**src/hdl/fla_pkg.sv**
```systemverilog
package fla_pkg;
  localparam int HeapBytes = 1024;
  localparam int HeaderBytes = 24;
  localparam int GranuleBytes = 8;
  localparam int Depth = HeapBytes / GranuleBytes;
  localparam int AW = $clog2(Depth);
  localparam int LW = AW + 1;
  localparam int SW = 10;
  localparam int HdrG = HeaderBytes / GranuleBytes;

  localparam logic [1:0] ST_OK = 2'd0;
  localparam logic [1:0] ST_NOFIT = 2'd1;
  localparam logic [1:0] ST_BADFREE = 2'd2;

  typedef enum logic [3:0] {
    S_IDLE, S_ARD, S_AWAIT, S_ASPLIT, S_ALINK, S_AUSE,
    S_FRD, S_FWAIT, S_FCHK, S_LRD, S_LWAIT, S_FLINK, S_DONE
  } state_t;

  // one entry of the block store: header fields packed together
  typedef struct packed {
    logic [SW-1:0] size;
    logic used;
    logic [LW-1:0] next;
  } entry_t;

  typedef struct packed {
    logic we;
    logic [AW-1:0] waddr;
    entry_t wdata;
    logic [AW-1:0] raddr;
  } mem_req_t;
endpackage

```
**src/hdl/free_list_heap_allocator_core.sv**
```systemverilog
// alloc walks the free list, first fit or best fit as the fit strategy register selects;
//   free walks the block tiling to check the offset, then the free list for the predecessor
// out_valid rises in the done state; misaligned or too-small offsets reach it without a walk
// requests: one at a time, held busy while the list walks run
//   through the header store (one read per step); the receiver cannot stall
// reset: synchronous active-low rst_n; heap comes back as one free block
module free_list_heap_allocator_core (
  input  logic clk,
  input  logic rst_n,
  input  logic start,
  output logic busy,
  input  logic in_kind,
  input  logic [10:0] in_request_bytes,
  input  logic [9:0] in_free_offset,
  output logic out_valid,
  output logic [1:0] out_status,
  output logic [9:0] out_block_offset,
  input  logic cfg_valid,
  output logic cfg_ready,
  input  logic cfg_fit_strategy
);
  // fit strategy register, writable whenever idle
  logic fit_r;
  always_ff @(posedge clk) begin
    if (!rst_n) fit_r <= 1'b0;
    else if (cfg_valid && cfg_ready) fit_r <= cfg_fit_strategy;
  end
  assign cfg_ready = !busy;

  fla_pkg::mem_req_t mreq, mreq_core;
  fla_pkg::entry_t rdata;
  logic done;

  // header store; entry 0 is rewritten as a free block while reset is held
  always_comb begin
    mreq = mreq_core;
    if (!rst_n) begin
      mreq.we = 1'b1;
      mreq.waddr = '0;
      mreq.wdata.size = fla_pkg::SW'(fla_pkg::HeapBytes - fla_pkg::HeaderBytes);
      mreq.wdata.used = 1'b0;
      mreq.wdata.next = fla_pkg::LW'(fla_pkg::Depth);
    end
  end

  fla_store u_store (.clk(clk), .req(mreq), .rdata(rdata));

  fla_ctrl u_ctrl (
    .clk(clk), .rst_n(rst_n), .start(start), .kind(in_kind),
    .req_bytes(in_request_bytes), .offset(in_free_offset), .fit_sel(fit_r),
    .rdata(rdata), .mreq(mreq_core), .busy(busy), .done(done),
    .status(out_status), .blk_off(out_block_offset)
  );

  assign out_valid = done;
endmodule

```
**src/hdl/fla_store.sv**
```systemverilog
module fla_store (
  input  logic clk,
  input  fla_pkg::mem_req_t req,
  output fla_pkg::entry_t rdata
);
  fla_pkg::entry_t mem [fla_pkg::Depth];

  always_ff @(posedge clk) begin
    if (req.we) begin
      mem[req.waddr] <= req.wdata;
    end
    rdata <= mem[req.raddr];
  end
endmodule

```
**src/hdl/fla_ctrl.sv**
```systemverilog
module fla_ctrl (
  input  logic clk,
  input  logic rst_n,
  input  logic start,
  input  logic kind,
  input  logic [10:0] req_bytes,
  input  logic [9:0] offset,
  input  logic fit_sel,
  input  fla_pkg::entry_t rdata,
  output fla_pkg::mem_req_t mreq,
  output logic busy,
  output logic done,
  output logic [1:0] status,
  output logic [9:0] blk_off
);
  localparam int AW = fla_pkg::AW;
  localparam int LW = fla_pkg::LW;
  localparam int SW = fla_pkg::SW;
  localparam logic [LW-1:0] NullL = LW'(fla_pkg::Depth);

  fla_pkg::state_t st_r, st_nxt;
  logic [LW-1:0] head_r, head_nxt;
  logic [LW-1:0] cur_r, cur_nxt, prev_r, prev_nxt;
  logic [LW-1:0] pick_r, pick_nxt, pprev_r, pprev_nxt, repl_r, repl_nxt;
  logic [SW-1:0] psize_r, psize_nxt;
  logic [LW-1:0] pnext_r, pnext_nxt;
  logic [11:0] need_r, need_nxt;
  logic [LW-1:0] g_r, g_nxt;
  logic [LW:0] steps_r, steps_nxt;
  logic [LW+1:0] p_r, p_nxt;
  logic [1:0] stat_r, stat_nxt;
  logic [9:0] off_r, off_nxt;
  logic best_r, best_nxt;
  logic [11:0] rem;
  logic [LW+1:0] nf;
  logic [LW+1:0] pstep;
  // predecessor next-link patch of a free, written in the cycle after the entry write
  logic link_pend_r, link_pend_nxt;
  logic [AW-1:0] link_addr_r;
  logic [LW-1:0] link_val_r;
  fla_pkg::entry_t link_ent_r;

  always_ff @(posedge clk) begin
    if (!rst_n) begin
      st_r <= fla_pkg::S_IDLE;
      head_r <= '0;
    end else begin
      st_r <= st_nxt;
      head_r <= head_nxt;
    end
    cur_r <= cur_nxt; prev_r <= prev_nxt; pick_r <= pick_nxt; pprev_r <= pprev_nxt;
    repl_r <= repl_nxt; psize_r <= psize_nxt; pnext_r <= pnext_nxt; need_r <= need_nxt;
    g_r <= g_nxt; steps_r <= steps_nxt; p_r <= p_nxt; stat_r <= stat_nxt;
    off_r <= off_nxt; best_r <= best_nxt;
  end

  assign rem = 12'(psize_r) - need_r;
  assign nf = (LW+2)'(pick_r) + (LW+2)'((12'(fla_pkg::HeaderBytes) + need_r) >> 3);
  assign pstep = (LW+2)'((11'(fla_pkg::HeaderBytes) + 11'(rdata.size)) >> 3);

  always_comb begin
    st_nxt = st_r; head_nxt = head_r; cur_nxt = cur_r; prev_nxt = prev_r;
    pick_nxt = pick_r; pprev_nxt = pprev_r; repl_nxt = repl_r; psize_nxt = psize_r;
    pnext_nxt = pnext_r; need_nxt = need_r; g_nxt = g_r; steps_nxt = steps_r;
    p_nxt = p_r; stat_nxt = stat_r; off_nxt = off_r; best_nxt = best_r;
    unique case (st_r)
      fla_pkg::S_IDLE: begin
        if (start) begin
          best_nxt = fit_sel;
          need_nxt = (12'(req_bytes) + 12'd7) & ~12'd7;
          if (req_bytes == 11'd0) need_nxt = 12'd8;
          cur_nxt = head_r; prev_nxt = NullL; pick_nxt = NullL; pprev_nxt = NullL;
          steps_nxt = '0; p_nxt = '0; off_nxt = '0;
          g_nxt = LW'((offset - 10'(fla_pkg::HeaderBytes)) >> 3);
          if (!kind) begin
            st_nxt = fla_pkg::S_ARD;
          end else if (offset < 10'(fla_pkg::HeaderBytes) || offset[2:0] != 3'd0) begin
            stat_nxt = fla_pkg::ST_BADFREE; st_nxt = fla_pkg::S_DONE;
          end else begin
            st_nxt = fla_pkg::S_FRD;
          end
        end
      end
      fla_pkg::S_ARD: begin
        if (cur_r[AW] || steps_r >= (LW+1)'(fla_pkg::Depth)) begin
          if (pick_r[AW]) begin
            stat_nxt = fla_pkg::ST_NOFIT; st_nxt = fla_pkg::S_DONE;
          end else begin
            st_nxt = fla_pkg::S_ASPLIT;
          end
        end else begin
          st_nxt = fla_pkg::S_AWAIT;
        end
      end
      fla_pkg::S_AWAIT: begin
        st_nxt = fla_pkg::S_ARD;
        prev_nxt = cur_r; cur_nxt = rdata.next; steps_nxt = steps_r + 1'b1;
        if (12'(rdata.size) >= need_r) begin
          if (pick_r[AW] || rdata.size < psize_r) begin
            pick_nxt = cur_r; pprev_nxt = prev_r; psize_nxt = rdata.size;
            pnext_nxt = rdata.next;
          end
          if (!best_r) begin
            pick_nxt = cur_r; pprev_nxt = prev_r; psize_nxt = rdata.size;
            pnext_nxt = rdata.next; st_nxt = fla_pkg::S_ASPLIT;
          end
        end
      end
      fla_pkg::S_ASPLIT: begin
        st_nxt = fla_pkg::S_ALINK;
        repl_nxt = pnext_r;
        if (rem >= 12'(fla_pkg::HeaderBytes)) begin
          if (nf >= (LW+2)'(fla_pkg::Depth)) begin
            stat_nxt = fla_pkg::ST_NOFIT; st_nxt = fla_pkg::S_DONE;
          end else begin
            repl_nxt = LW'(nf); psize_nxt = SW'(need_r);
          end
        end
      end
      fla_pkg::S_ALINK: begin
        // relink the predecessor; head lives in a register
        if (pprev_r[AW]) head_nxt = repl_r;
        st_nxt = fla_pkg::S_AUSE;
      end
      fla_pkg::S_AUSE: begin
        stat_nxt = fla_pkg::ST_OK;
        off_nxt = 10'((12'(pick_r[AW-1:0]) << 3) + 12'(fla_pkg::HeaderBytes));
        st_nxt = fla_pkg::S_DONE;
      end
      fla_pkg::S_FRD: begin
        // walk block tiling to validate the offset
        if (p_r < (LW+2)'(g_r) && p_r < (LW+2)'(fla_pkg::Depth)
            && steps_r < (LW+1)'(fla_pkg::Depth)) begin
          st_nxt = fla_pkg::S_FWAIT;
        end else if (p_r != (LW+2)'(g_r) || g_r[AW]) begin
          stat_nxt = fla_pkg::ST_BADFREE; st_nxt = fla_pkg::S_DONE;
        end else begin
          st_nxt = fla_pkg::S_FCHK;
        end
      end
      fla_pkg::S_FWAIT: begin
        p_nxt = p_r + pstep; steps_nxt = steps_r + 1'b1; st_nxt = fla_pkg::S_FRD;
      end
      fla_pkg::S_FCHK: begin
        psize_nxt = rdata.size;
        if (!rdata.used) begin
          stat_nxt = fla_pkg::ST_BADFREE; st_nxt = fla_pkg::S_DONE;
        end else begin
          steps_nxt = '0; st_nxt = fla_pkg::S_LRD;
        end
      end
      fla_pkg::S_LRD: begin
        if (!cur_r[AW] && cur_r < g_r && steps_r < (LW+1)'(fla_pkg::Depth)) begin
          st_nxt = fla_pkg::S_LWAIT;
        end else begin
          st_nxt = fla_pkg::S_FLINK;
        end
      end
      fla_pkg::S_LWAIT: begin
        prev_nxt = cur_r; cur_nxt = rdata.next; steps_nxt = steps_r + 1'b1;
        st_nxt = fla_pkg::S_LRD;
      end
      fla_pkg::S_FLINK: begin
        if (prev_r[AW]) head_nxt = g_r;
        stat_nxt = fla_pkg::ST_OK; st_nxt = fla_pkg::S_DONE;
      end
      fla_pkg::S_DONE: st_nxt = fla_pkg::S_IDLE;
      default: st_nxt = fla_pkg::S_IDLE;
    endcase
  end

  // memory port: one read and at most one write per cycle
  always_comb begin
    mreq = '0;
    unique case (st_r)
      fla_pkg::S_ARD, fla_pkg::S_LRD: mreq.raddr = cur_r[AW-1:0];
      fla_pkg::S_FRD: mreq.raddr = p_r[AW-1:0];
      fla_pkg::S_ASPLIT: begin
        if (rem >= 12'(fla_pkg::HeaderBytes) && nf < (LW+2)'(fla_pkg::Depth)) begin
          mreq.we = 1'b1; mreq.waddr = AW'(nf);
          mreq.wdata.size = SW'(rem - 12'(fla_pkg::HeaderBytes));
          mreq.wdata.used = 1'b0; mreq.wdata.next = pnext_r;
        end
        mreq.raddr = pprev_r[AW-1:0];
      end
      fla_pkg::S_ALINK: begin
        // predecessor entry was read in the split cycle, patch its link
        mreq.raddr = pprev_r[AW-1:0];
        if (!pprev_r[AW]) begin
          mreq.we = 1'b1; mreq.waddr = pprev_r[AW-1:0];
          mreq.wdata = rdata; mreq.wdata.next = repl_r;
        end
      end
      fla_pkg::S_AUSE: begin
        mreq.we = 1'b1; mreq.waddr = pick_r[AW-1:0];
        mreq.wdata.size = psize_r; mreq.wdata.used = 1'b1; mreq.wdata.next = pnext_r;
      end
      fla_pkg::S_FLINK: begin
        mreq.we = 1'b1; mreq.waddr = g_r[AW-1:0];
        mreq.wdata.size = psize_r; mreq.wdata.used = 1'b0; mreq.wdata.next = cur_r;
      end
      fla_pkg::S_DONE: begin
        mreq.raddr = g_r[AW-1:0];
        if (link_pend_r) begin
          mreq.we = 1'b1; mreq.waddr = link_addr_r;
          mreq.wdata = link_ent_r; mreq.wdata.next = link_val_r;
        end
      end
      default: mreq.raddr = g_r[AW-1:0];
    endcase
  end

  assign busy = (st_r != fla_pkg::S_IDLE);
  assign done = (st_r == fla_pkg::S_DONE);
  assign status = stat_r;
  assign blk_off = off_r;

  // last node read by the list walk is the predecessor of the freed block
  assign link_pend_nxt = (st_r == fla_pkg::S_FLINK) && !prev_r[AW];
  always_ff @(posedge clk) begin
    if (!rst_n) link_pend_r <= 1'b0;
    else link_pend_r <= link_pend_nxt;
    link_addr_r <= prev_r[AW-1:0];
    link_val_r <= g_r;
    if (st_r == fla_pkg::S_LWAIT) link_ent_r <= rdata;
  end
endmodule

```
**config.mk**
```make
export PLATFORM = sky130hd
export DESIGN_NAME = free_list_heap_allocator_core
export DESIGN_NICKNAME = d
export VERILOG_FILES = /design/src/hdl/fla_pkg.sv /design/src/hdl/free_list_heap_allocator_core.sv /design/src/hdl/fla_store.sv /design/src/hdl/fla_ctrl.sv
export SDC_FILE = /design/constraint.sdc
export NUM_CORES = 2
export LEC_CHECK = 0
export BUFFER_PORTS_ARGS = -buffer_cell sky130_fd_sc_hd__buf_4
export CORE_AREA = 5 5 595 597
export DETAILED_ROUTE_END_ITERATION = 8
export DIE_AREA = 0 0 600 602
export PLACE_DENSITY = 0.53
export SLEW_MARGIN = 25
export SYNTH_ARGS = -nofsm -noshare
export SYNTH_HDL_FRONTEND = slang
export SYNTH_SLANG_ARGS = --single-unit
```
**constraint.sdc**
```tcl
create_clock -name clk -period 9.9 [get_ports clk]
set_input_delay 0.495 -clock clk [delete_from_list [all_inputs] [get_ports clk]]
set_output_delay 0.495 -clock clk [all_outputs]
set_load 0.05 [all_outputs]
```
==> metrics.yaml <==
setup_viol: 0
grt_setup_unrepaired: "false"
place_ws_ns: 3.61
worstPathArrival_ns: 7.29
gr-total-overflow: 0
synth.most_common_cell: "edfxtp_1"
grt_pass1_vias: 60600
cp_slowest_cell: "a21oi_1"
wl_per_cell_um: 29.0
fin_skew_ns: 0.0703
synth_edf_count: 2546
drv_cap: 0
synthFlopType: "edfxtp_1"
die-area_sq_mm: 0.361
cts_resized: 0
synth_cell_types: 88
p_leak_nw: 36.5
required_ns: 10.67
h-tree-depth: 5
hold_path_startpoint: "in_request_bytes[4]"
crit_path_start: "u_ctrl.st_r[3]$_SDFFE_PN0N_"
peakVddDrop_mv: 0.384
syn-cell-area_sq_mm: 0.104
seq_area_frac_synth_pct: 74.5
ant_nets: 0
ctsRootBufferMaster: "clkbuf_16"
fin_ws_ns: 3.38
ys_top_cells_by_count: "2546 x edfxtp_1, 1098 x nand2_1, 485 x a21oi_1, 322 x nand3_1, 212 x mux4_2"
layout-drive-gt1-share_pct: 15.9
yosys.area.top_type_share_pct: 73.6
initial_core_util_pct: 29.9
first_pass_iters: 7
gp_congestion: 0.906
tightest_slew_ns: 1.25
core_sq_mm: 0.348
grt.total_usage_pct: 18.1
final_nets: 6975
cts_sinks: 2593
cts_tree: "built"
wirelength_mm: 339
yosys_register_bits: 2593
dr_total_vias: 63100
synthArstFlopShare_pct: 0
fp-row-count: 217
grt_max_degree: 129
cts_made_buffers: 281
period_minus_slack_ns: 6.52
critPathMaxStageDelay_ns: 0.86
area_growth_pct: 15.6
status: "complete, no violations"
cp_max_fo: 52
syn_inst: 6718
drv_slew: 0
synthTopCellsByArea: "edfxtp_1 74%, mux4_2 4.6%, nand2_1 4.0%, a21oi_1 2.3%, mux2i_1 1.7%"
drt_iter0_markers: 8348
cp-end-kind: "register"
syn_avg_cell_area_sq_um: 15.5
critPathKind: "register to register"
grt_antenna_before_repair: 21
clockBufferDepth: 4
crit_path_cell_trace: "nand4bb_1 > buf_4 > inv_2 > o21ai_0 > o2bb2ai_4 > buf_12 > nand2_2 > buf_4 > o221ai_1 > o21ai_0 > a21oi_1 > a21oi_1 > nand3_1"
grt_first_pass_wirelength_mm: 474
portBuffers: 38
fin_hold_ws_ns: 0.0399
maxSlewHeadroom_pct: 16.8
fin_setup_tns_ns: 0
viasPerCell: 5.40
drt_drc_violations_left: 0
die_width_um: 600
r2r-start: "u_ctrl.st_r[3]$_SDFFE_PN0N_"
synth_area_leader_cell: "edfxtp_1"
hp-class: "primary input to register"
ys.warnings.count: 0
clk_latency_ns: 0.87
start_kind: "register"
hpwl_mm: 201
clk_pin_slew_ns: 0.06
num_io_pins: 42
hold_viol_final: 0
fmax_ghz: 0.153
powerDensity_mw_per_mm2: 344
die_h_um: 602
min_period_over_period_pct: 65.8
[cell families after synthesis]
family                     count (synthesis)  synth area share (%)
AOI/OAI and AO/OA                       1176                  7.30
buffers and inverters                    467                  2.11
other                                      1               0.00361
xor gates and xnor gates                  56                 0.472
DFF                                     2593                  74.5
adders and majority gates                 64                 0.792
and+or+nand+nor                         1928                  8.06
muxes                                    433                  6.77
[layer usage]
metal  vias up  part of all wire, %  wire length (um)  GRT usage (%)
li1      26500                    -                 -              -
met1     32900                   42            142000           25.7
met2      3152                   45            151000           27.4
met3       569                  8.9             30300           3.48
met4        10                  4.5             15400           7.26
met5         -                0.020                67              0
[worst paths after layout]
kind | endpoint | slack (ns) | cells after the start
worst min register to register | u_ctrl.link_addr_r[3]$_DFF_P_ | 0.37 | 0
worst max-delay path | u_store.rdata[4]$_DFF_P_ | 3.38 | 13
worst max register to register | u_store.rdata[4]$_DFF_P_ | 3.38 | 13
worst min-delay path | u_ctrl.need_r[4]$_SDFFCE_PN0P_ | 0.04 | 2
[placed cells by master (no fill, tap or decap), drive strengths merged, types with 16 or more instances in the layout]
cell	count
and3	35
a31oi	32
a221oi	39
clkinv	95
nor3	140
nor2	181
a21oi	486
mux2i	179
xor2	26
nand4	37
clkbuf	367
o211ai	17
o21ai	103
buf	277
dfxtp	47
xnor2	30
a22oi	186
o221ai	54
a32oi	16
ha	61
nand2	1098
edfxtp	2546
a21boi	19
mux4	212
inv	65
a21o	19
nand3	322
mux2	42
nor4	29
a2111oi	23
o22ai	57
nand2b	17
[flip-flops by register name, indices dropped and copies added, names as in the netlist, 8 cells and up]
name,count
u_ctrl.repl_r,8
u_ctrl.link_ent_r,11
u_ctrl.pick_r,8
u_store.mem,2432
u_ctrl.prev_r,8
u_ctrl.head_r,8
u_ctrl.pprev_r,8
u_ctrl.cur_r,8
u_ctrl.psize_r,10
u_ctrl.p_r,10
u_store.rdata,19
u_ctrl.steps_r,9
u_ctrl.pnext_r,8
u_ctrl.need_r,9
[where the power goes]
| part | internal [W] | leakage, nW | switching, W |
|---|---|---|---|
| Combinational | 0.00525 | 11.7 | 0.0133 |
| Clock | 0.00572 | 4.20 | 0.00429 |
| Sequential | 0.0123 | 20.5 | 0.000371 |
| Total | 0.0233 | 36.5 | 0.0180 |
[critical path, delay by kind of cell (launching register included)]
family          cells  cell delay (ns)
buf+inv             4             1.58
flops               1             0.85
simple gates        3             0.97
compound gates      6             2.93
[metrics by stage]
step	util, %	cells	instance area, sq um	power [W]
6_report	34.5	11700	120000	0.0413
5_1_grt	34.5	11700	120000	0.0428
4_1_cts	34.5	11700	120000	0.0413
3_5_place_dp	32.0	11200	111000	0.0313
3_3_place_gp	31.9	11200	111000	0.0312
2_1_floorplan	-	6720	104000	0.0233
[timing repair]
action,CTS,global route
hold buffers,15,0
hold endpoints to repair,14,0
setup buffers,0,0
[final cells by class]
cell class	count	area (sq um)
diodes	6	15.0
clock buffers	367	7630
clock inverters	119	927
fillers	33100	228000
inverters	56	210
multi-input cells	3660	25600
flip-flops and latches	2593	77400
well taps	4599	5750
repair buffers	292	2530
Note: power is estimated with default switching activity, not from simulation.
